`src/sv/itr_pkg.sv`:
```
// shared types and constants for integer_to_text_radix
// no dependencies; imported by the divider and the top level
`default_nettype none

package itr_pkg;

   // field widths
   localparam int VALUE_W = 32;
   localparam int RADIX_W = 6;
   localparam int CHAR_W  = 8;

   // digit buffer sizing
   localparam int MAX_DIGITS = 32;
   localparam int ADDR_W     = $clog2(MAX_DIGITS);
   localparam int CNT_W      = $clog2(MAX_DIGITS + 1);
   localparam int STEP_W     = $clog2(VALUE_W);

   // character codes
   localparam logic [CHAR_W-1:0] CHAR_ZERO  = 8'h30;
   localparam logic [CHAR_W-1:0] CHAR_UPPER = 8'h41;
   localparam logic [CHAR_W-1:0] CHAR_MINUS = 8'h2d;
   localparam logic [CHAR_W-1:0] CHAR_CR    = 8'h0d;
   localparam logic [CHAR_W-1:0] CHAR_LF    = 8'h0a;
   localparam logic [CHAR_W-1:0] CHAR_NUL   = 8'h00;

   // special radix codes
   localparam logic [RADIX_W-1:0] RADIX_RAW     = 6'd0;
   localparam logic [RADIX_W-1:0] RADIX_INVALID = 6'd1;
   localparam logic [RADIX_W-1:0] RADIX_DEC     = 6'd10;

   // divider status toward the sequencer
   typedef struct packed {
      logic busy;
      logic done;
   } div_status_type;

   // digit to ascii: 0-9 then letters
   function automatic logic [CHAR_W-1:0] digit_char(input logic [RADIX_W-1:0] d);
      logic [CHAR_W-1:0] dx;
      dx = {{(CHAR_W-RADIX_W){1'b0}}, d};
      if (d < RADIX_DEC) begin
         return CHAR_ZERO + dx;
      end
      return CHAR_UPPER + dx - {{(CHAR_W-RADIX_W){1'b0}}, RADIX_DEC};
   endfunction

endpackage

`default_nettype wire

```
`src/sv/integer_to_text_radix.sv`:
```
// Converts one value to ASCII text, one character per rsp item, most significant first.
// Each digit takes one division on the serial divider, and each emitted character waits for
// rsp_ready; up to 32 binary digits, plus a sign and CR LF; req_ready only in idle.
// Reset (synchronous, active high) returns the sequencer to idle and drops rsp_valid.
// Depends on itr_pkg, itr_divider and itr_ram.
`default_nettype none

module integer_to_text_radix (
   input  wire logic                          clock,
   input  wire logic                          reset,
   input  wire logic                          req_valid,
   output logic                               req_ready,
   input  wire logic [itr_pkg::VALUE_W-1:0]   req_value,
   input  wire logic                          req_signed_value,
   input  wire logic [itr_pkg::RADIX_W-1:0]   req_base,
   input  wire logic                          req_add_newline,
   output logic                               rsp_valid,
   input  wire logic                          rsp_ready,
   output logic      [itr_pkg::CHAR_W-1:0]    rsp_character,
   output logic                               rsp_last,
   output logic                               rsp_bad_base
);

   import itr_pkg::*;

   typedef enum logic [2:0] {
      S_IDLE,
      S_DIV_GO,
      S_DIV,
      S_READ,
      S_DIGIT,
      S_CR,
      S_LF,
      S_SEND
   } state_type;

   state_type          state_ff, ret_ff;
   logic [VALUE_W-1:0] num_ff;
   logic [RADIX_W-1:0] radix_ff;
   logic               nl_ff;
   logic [CNT_W-1:0]   cnt_ff;
   logic               out_valid_ff;
   logic [CHAR_W-1:0]  out_char_ff;
   logic               out_last_ff;
   logic               out_bad_ff;

   logic               div_start;
   logic [VALUE_W-1:0] div_quot;
   logic [RADIX_W-1:0] div_rem;
   div_status_type     div_sts;
   logic               ram_wr;
   logic               ram_rd;
   logic [RADIX_W-1:0] ram_data;
   logic [ADDR_W-1:0]  rd_addr;
   logic [CNT_W-1:0]   cnt_dec;
   logic               negative;
   logic [VALUE_W-1:0] magnitude;

   // serial divider
   itr_divider u_div (
      .clock     (clock),
      .reset     (reset),
      .start     (div_start),
      .dividend  (num_ff),
      .divisor   (radix_ff),
      .quotient  (div_quot),
      .remainder (div_rem),
      .status    (div_sts)
   );

   // digit buffer, least significant digit at address zero
   itr_ram #(
      .WIDTH (RADIX_W),
      .DEPTH (MAX_DIGITS)
   ) u_buf (
      .clock   (clock),
      .wr_en   (ram_wr),
      .wr_addr (cnt_ff[ADDR_W-1:0]),
      .wr_data (div_rem),
      .rd_en   (ram_rd),
      .rd_addr (rd_addr),
      .rd_data (ram_data)
   );

   // sequencer strobes
   always_comb begin
      cnt_dec   = cnt_ff - CNT_W'(1);
      rd_addr   = cnt_dec[ADDR_W-1:0];
      div_start = (state_ff == S_DIV_GO) && (num_ff != '0) &&
                  (cnt_ff != CNT_W'(MAX_DIGITS));
      ram_wr    = (state_ff == S_DIV) && div_sts.done;
      ram_rd    = (state_ff == S_READ);
      negative  = (req_base == RADIX_DEC) && req_signed_value && req_value[VALUE_W-1];
      magnitude = negative ? (VALUE_W'(0) - req_value) : req_value;
   end

   // sequencer and output register
   always_ff @(posedge clock) begin
      if (reset) begin
         state_ff     <= S_IDLE;
         ret_ff       <= S_IDLE;
         out_valid_ff <= 1'b0;
         cnt_ff       <= '0;
      end else begin
         unique case (state_ff)
            S_IDLE: begin
               if (req_valid) begin
                  radix_ff <= req_base;
                  nl_ff    <= req_add_newline;
                  num_ff   <= magnitude;
                  cnt_ff   <= '0;
                  if (req_base == RADIX_INVALID) begin
                     out_char_ff  <= CHAR_NUL;
                     out_last_ff  <= 1'b1;
                     out_bad_ff   <= 1'b1;
                     out_valid_ff <= 1'b1;
                     ret_ff       <= S_IDLE;
                     state_ff     <= S_SEND;
                  end else if (req_base == RADIX_RAW) begin
                     out_char_ff  <= req_value[CHAR_W-1:0];
                     out_last_ff  <= !req_add_newline;
                     out_bad_ff   <= 1'b0;
                     out_valid_ff <= 1'b1;
                     ret_ff       <= req_add_newline ? S_CR : S_IDLE;
                     state_ff     <= S_SEND;
                  end else if (negative) begin
                     out_char_ff  <= CHAR_MINUS;
                     out_last_ff  <= 1'b0;
                     out_bad_ff   <= 1'b0;
                     out_valid_ff <= 1'b1;
                     ret_ff       <= S_DIV_GO;
                     state_ff     <= S_SEND;
                  end else begin
                     state_ff <= S_DIV_GO;
                  end
               end
            end
            S_DIV_GO: begin
               if (num_ff == '0 && cnt_ff == '0) begin
                  // zero value prints one zero digit
                  out_char_ff  <= CHAR_ZERO;
                  out_last_ff  <= !nl_ff;
                  out_bad_ff   <= 1'b0;
                  out_valid_ff <= 1'b1;
                  ret_ff       <= nl_ff ? S_CR : S_IDLE;
                  state_ff     <= S_SEND;
               end else if (div_start) begin
                  state_ff <= S_DIV;
               end else begin
                  state_ff <= S_READ;
               end
            end
            S_DIV: begin
               if (div_sts.done) begin
                  num_ff   <= div_quot;
                  cnt_ff   <= cnt_ff + CNT_W'(1);
                  state_ff <= S_DIV_GO;
               end
            end
            S_READ: begin
               cnt_ff   <= cnt_dec;
               state_ff <= S_DIGIT;
            end
            S_DIGIT: begin
               out_char_ff  <= digit_char(ram_data);
               out_last_ff  <= (cnt_ff == '0) && !nl_ff;
               out_bad_ff   <= 1'b0;
               out_valid_ff <= 1'b1;
               ret_ff       <= (cnt_ff != '0) ? S_READ : (nl_ff ? S_CR : S_IDLE);
               state_ff     <= S_SEND;
            end
            S_CR: begin
               out_char_ff  <= CHAR_CR;
               out_last_ff  <= 1'b0;
               out_bad_ff   <= 1'b0;
               out_valid_ff <= 1'b1;
               ret_ff       <= S_LF;
               state_ff     <= S_SEND;
            end
            S_LF: begin
               out_char_ff  <= CHAR_LF;
               out_last_ff  <= 1'b1;
               out_bad_ff   <= 1'b0;
               out_valid_ff <= 1'b1;
               ret_ff       <= S_IDLE;
               state_ff     <= S_SEND;
            end
            S_SEND: begin
               if (rsp_ready) begin
                  out_valid_ff <= 1'b0;
                  state_ff     <= ret_ff;
               end
            end
            default: begin
               state_ff <= S_IDLE;
            end
         endcase
      end
   end

   assign req_ready     = (state_ff == S_IDLE);
   assign rsp_valid     = out_valid_ff;
   assign rsp_character = out_char_ff;
   assign rsp_last      = out_last_ff;
   assign rsp_bad_base  = out_bad_ff;

   // an output item is valid only while waiting for the consumer
   a_valid_in_send: assert property (@(posedge clock) disable iff (reset)
      rsp_valid |-> state_ff == S_SEND)
      else $error("rsp item pending outside send state");

   // no new item is taken while a character is pending
   a_no_overlap: assert property (@(posedge clock) disable iff (reset)
      !(req_ready && rsp_valid))
      else $error("req accepted while rsp pending");

   // a rejected base is a single terminal nul item
   a_bad_is_last: assert property (@(posedge clock) disable iff (reset)
      rsp_valid && rsp_bad_base |-> rsp_last && rsp_character == CHAR_NUL)
      else $error("bad base item malformed");

   // the divider finishes only while the sequencer waits on it
   a_div_done: assert property (@(posedge clock) disable iff (reset)
      div_sts.done |-> state_ff == S_DIV)
      else $error("divider done outside divide state");

   // the divider runs only while the sequencer waits on it
   a_div_busy: assert property (@(posedge clock) disable iff (reset)
      div_sts.busy |-> state_ff == S_DIV)
      else $error("divider busy outside divide state");

   // digit count stays within the buffer
   a_cnt_range: assert property (@(posedge clock) disable iff (reset)
      cnt_ff <= CNT_W'(MAX_DIGITS))
      else $error("digit count overflow");

endmodule

`default_nettype wire

```
`src/sv/itr_ram.sv`:
```
// generic single write port ram with registered read
// no dependencies; holds the digit buffer
`default_nettype none

module itr_ram #(
   parameter int WIDTH = 8,
   parameter int DEPTH = 32
) (
   input  wire logic                     clock,
   input  wire logic                     wr_en,
   input  wire logic [$clog2(DEPTH)-1:0] wr_addr,
   input  wire logic [WIDTH-1:0]         wr_data,
   input  wire logic                     rd_en,
   input  wire logic [$clog2(DEPTH)-1:0] rd_addr,
   output logic      [WIDTH-1:0]         rd_data
);

   logic [WIDTH-1:0] mem_ff [DEPTH];

   // write port and registered read port
   always_ff @(posedge clock) begin
      if (wr_en) begin
         mem_ff[wr_addr] <= wr_data;
      end
      if (rd_en) begin
         rd_data <= mem_ff[rd_addr];
      end
   end

endmodule

`default_nettype wire

```
`src/sv/itr_divider.sv`:
```
// bit-serial restoring divider: 32-bit dividend by 6-bit radix
// depends on itr_pkg; one quotient bit per cycle
`default_nettype none

module itr_divider (
   input  wire logic                          clock,
   input  wire logic                          reset,
   input  wire logic                          start,
   input  wire logic [itr_pkg::VALUE_W-1:0]   dividend,
   input  wire logic [itr_pkg::RADIX_W-1:0]   divisor,
   output logic      [itr_pkg::VALUE_W-1:0]   quotient,
   output logic      [itr_pkg::RADIX_W-1:0]   remainder,
   output itr_pkg::div_status_type            status
);

   import itr_pkg::*;

   logic [VALUE_W-1:0] quot_ff, quot_in;
   logic [RADIX_W-1:0] rem_ff, rem_in;
   logic [RADIX_W-1:0] dvs_ff;
   logic [STEP_W-1:0]  step_ff;
   logic               busy_ff, done_ff;
   logic [RADIX_W:0]   trial;
   logic [RADIX_W:0]   diff;
   logic               fits;

   // one restoring step
   always_comb begin
      trial   = {rem_ff, quot_ff[VALUE_W-1]};
      fits    = trial >= {1'b0, dvs_ff};
      diff    = trial - {1'b0, dvs_ff};
      rem_in  = fits ? diff[RADIX_W-1:0] : trial[RADIX_W-1:0];
      quot_in = {quot_ff[VALUE_W-2:0], fits};
   end

   always_ff @(posedge clock) begin
      if (reset) begin
         busy_ff <= 1'b0;
         done_ff <= 1'b0;
         step_ff <= '0;
      end else begin
         done_ff <= 1'b0;
         if (start) begin
            busy_ff <= 1'b1;
            step_ff <= '0;
            quot_ff <= dividend;
            rem_ff  <= '0;
            dvs_ff  <= divisor;
         end else if (busy_ff) begin
            quot_ff <= quot_in;
            rem_ff  <= rem_in;
            step_ff <= step_ff + STEP_W'(1);
            if (step_ff == STEP_W'(VALUE_W - 1)) begin
               busy_ff <= 1'b0;
               done_ff <= 1'b1;
            end
         end
      end
   end

   assign quotient    = quot_ff;
   assign remainder   = rem_ff;
   assign status.busy = busy_ff;
   assign status.done = done_ff;

endmodule

`default_nettype wire
```
`config.mk`:
```
export PLATFORM = sky130hd
export DESIGN_NAME = integer_to_text_radix
export DESIGN_NICKNAME = d
export VERILOG_FILES = /design/src/sv/itr_pkg.sv /design/src/sv/integer_to_text_radix.sv /design/src/sv/itr_ram.sv /design/src/sv/itr_divider.sv
export SDC_FILE = /design/constraint.sdc
export NUM_CORES = 1
export LEC_CHECK = 0
export ABC_AREA = 0
export BUFFER_PORTS_ARGS = -buffer_cell sky130_fd_sc_hd__buf_2
export CAP_MARGIN = 25
export CORE_UTILIZATION = 55
export CTS_CLUSTER_DIAMETER = 50
export DETAILED_ROUTE_END_ITERATION = 6
export GPL_TIMING_DRIVEN = 0
export PLACE_DENSITY_LB_ADDON = 0.08
export SETUP_SLACK_MARGIN = 0.5
export SYNTH_ARGS = -nofsm -noshare
export SYNTH_HDL_FRONTEND = slang
export SYNTH_SLANG_ARGS = --single-unit
```
`constraint.sdc`:
```
create_clock -name clock -period 13.75 [get_ports clock]
set_input_delay 0 -clock clock [delete_from_list [all_inputs] [get_ports clock]]
set_output_delay 0 -clock clock [all_outputs]
set_load 0.005 [all_outputs]
```
==> summary.txt <==
run status = finished, final reports clean
Mapped Avg Cell Area = 14.0 um2
WL final = 32.1 mm
DRT iter0 DRCs = 847
Critical Path Start Type = flip-flop
Die W = 162 um
initial antenna violation count = 0
GR Util met3 = 3.78%
share of cells above drive strength 1 = 19.2%
RSZ-0062 raised after global routing = false
Max clock buf depth = 3
post-synthesis sequential area ratio = 64.7%
EDFF count, synth = 291
Min Hold Slack = 42.8 ps
1st-pass router iterations = 5
grt met2 use = 42.7%
vias in the first global route = 8777
Final setup viols = 0
Leak Pwr = 5.46 nW
Synth cell types = 68
htree depth = 2
TritonCTS Buffers = 35
Worst Path Arrival = 4860 ps
CP max FO = 10
Worst Skew = 19.9 ps
Worst Tran Pin Value = 862 ps
ANT cells = 0
Max Slew Vio Count = 0
Ports = 56
Rows = 58
first-pass GRT wire length = 49.7 mm
main flop type after synthesis = edfxtp_1
dpl hpwl = 22.2 mm
later-pin clock latency in the skew report = 510 ps
asr flop ratio synth = 0%
Port Buffers = 53
Vert. Die Dim = 162 um
M1 GR Usage = 34.2%
via count = 8882
cts repair resizes = 0
syn nets = 1067
PD cells = 165 nW/um2
post-CTS setup buffers = 0
Starting Density = 56.1%
core area = 25200 um2
largest net degree at the start of global routing = 35
global route overflow = 0
Worst Setup End Kind = flip-flop
Worst Path Class, Setup = reg -> reg
Root Buffer = clkbuf_16
Final Hold Fails = 0
area grow syn2layout = 17.3%
slack of the critical path = 9130 ps
GRT Total Usage = 25.3%
vias per cell = 5.90
Syn. warnings = 0
gpl congestion = 0.909
most frequent cells in the layout = edfxtp_1 (291), nor2_1 (126), nand2_1 (69)
drc violations = 0
GR peak layer = met2
CTS tree = done
Relative slew margins = 42.3%
minimum clock period = 4620 ps
synthesized instance count = 1007
worst r2r path cells = 11
full die area = 26300 um2
layout net count = 1211
max cap viols = 0
HP Class = in -> reg
antenna viol nets, final = 0
Req. time, crit path = 13990 ps
most common cell after layout, fill and taps aside = edfxtp_1
hold path depth = 3
setup TNS = 0 ps
post-place setup slack = 9170 ps
routed len/inst = 21.3 um
VDD IR max = 0.0883 mV
post-route clock period utilization = 33.6%
Clock Sink Count = 311
Yosys reg bits = 311
Clk pin slew, worst setup/hold paths = 60 ps
fmax = 0.217 GHz
Mapped Area = 14100 um2
[critical path: stages, from the launching register on]
cell	delay (ps)
dfxtp_1	360
clkbuf_1	530
clkbuf_1	670
inv_1	240
ha_1	450
buf_1	530
clkbuf_1	630
mux4_2	430
nor2_1	110
nor2_1	70
o22ai_1	250
nor2_1	90
[stage by stage]
step	instance area, um2	std cells	power [mW]	utilization, %
3_5_place_dp	15000	1400	1.82	59.4
5_1_grt	16600	1506	2.83	65.8
2_1_floorplan	14100	1007	1.62	-
4_1_cts	16500	1503	2.73	65.5
3_3_place_gp	14800	1390	1.80	58.7
6_report	16600	1506	2.73	65.8
[sequential cells by signal (all words and copies together) (netlist names), 3 cells and up]
register	flops
state_ff	3
u_div.quotient	32
rsp_character	8
ret_ff	3
cnt_ff	6
u_div.remainder	6
u_buf.rd_data	6
num_ff	32
u_buf.mem_ff	192
u_div.dvs_ff	6
u_div.step_ff	5
radix_ff	6
[report_power, final]
part	total (mW)	internal, mW	switching, mW
sequential	1.21	1.17	0.0473
clock	0.901	0.536	0.365
combinational	0.613	0.252	0.361
total	2.73	1.95	0.774
[synth_stat cells (3+ instances only)]
cell type / n / area [um2]
o31ai_1: 6 / 45.0
dfxtp_1: 20 / 400
xor2_1: 18 / 158
nor3b_1: 5 / 37.5
o41ai_1: 3 / 26.3
o32ai_1: 5 / 43.8
inv_1: 27 / 101
mux2i_1: 12 / 120
o2bb2ai_1: 3 / 26.3
or3b_2: 4 / 35.0
nor2b_1: 7 / 43.8
o21a_1: 5 / 37.5
edfxtp_1: 291 / 8740
nand2b_1: 7 / 43.8
nand3_1: 14 / 70.1
nand3b_1: 3 / 22.5
o22ai_1: 10 / 62.6
a32o_1: 6 / 60.1
nand4_1: 8 / 50.1
mux2_2: 32 / 360
or2_2: 3 / 18.8
or3_1: 8 / 50.1
xnor2_1: 26 / 228
a21oi_1: 42 / 210
nor2_1: 126 / 473
nor4_1: 12 / 75.1
buf_2: 4 / 20.0
buf_1: 5 / 18.8
o31a_1: 3 / 26.3
o41ai_2: 4 / 65.1
or4_1: 3 / 22.5
and3_1: 4 / 25.0
ha_1: 15 / 188
and2_1: 3 / 18.8
clkbuf_1: 39 / 146
o21ai_0: 40 / 200
nor3_1: 16 / 80.1
a311oi_1: 3 / 26.3
a31oi_1: 15 / 93.8
nand2_1: 69 / 259
mux4_2: 48 / 1080
[cell families (layout without fill, tap and decap cells)]
group | after synthesis | count (layout) | share of synthesized area (%)
flops | 311 | 311 | 64.7
buf+inv | 78 | 247 | 2.22
fa+ha+maj | 16 | 16 | 1.47
xor+xnor | 44 | 44 | 2.73
simple gates | 299 | 299 | 9.91
compound gates | 167 | 167 | 7.86
mux | 92 | 92 | 11.1
[final timing paths]
kind	startpoint	end	slack (ps)
max	cnt_ff[0]	u_buf.rd_data[2]	9130
min	req_value[6]	num_ff[6]	40
max reg2reg	cnt_ff[0]	u_buf.rd_data[2]	9130
min reg2reg	radix_ff[0]	u_div.dvs_ff[0]	410
[what timing repair did]
item                       CTS  global route
hold endpoints to repair    46             0
setup endpoints to repair    0             0
hold buffers                41             0
[cell type report]
class | instances | area [um2]
Buffer | 50 | 208
Clock buffer | 44 | 962
Clock inverter | 18 | 158
Fill cell | 1853 | 8620
Inverter | 28 | 105
Multi-Input combinational cell | 618 | 4670
Sequential cell | 311 | 9140
Tap cell | 330 | 413
Timing Repair Buffer | 107 | 903
[routing by layer]
layer  wire length [um]  part of all wire [%]
met1              13700                    43
met2              15900                    50
met3               1700                   5.3
met4                842                   2.6
met5                  0                     0
(Power assumes the default switching activity.)
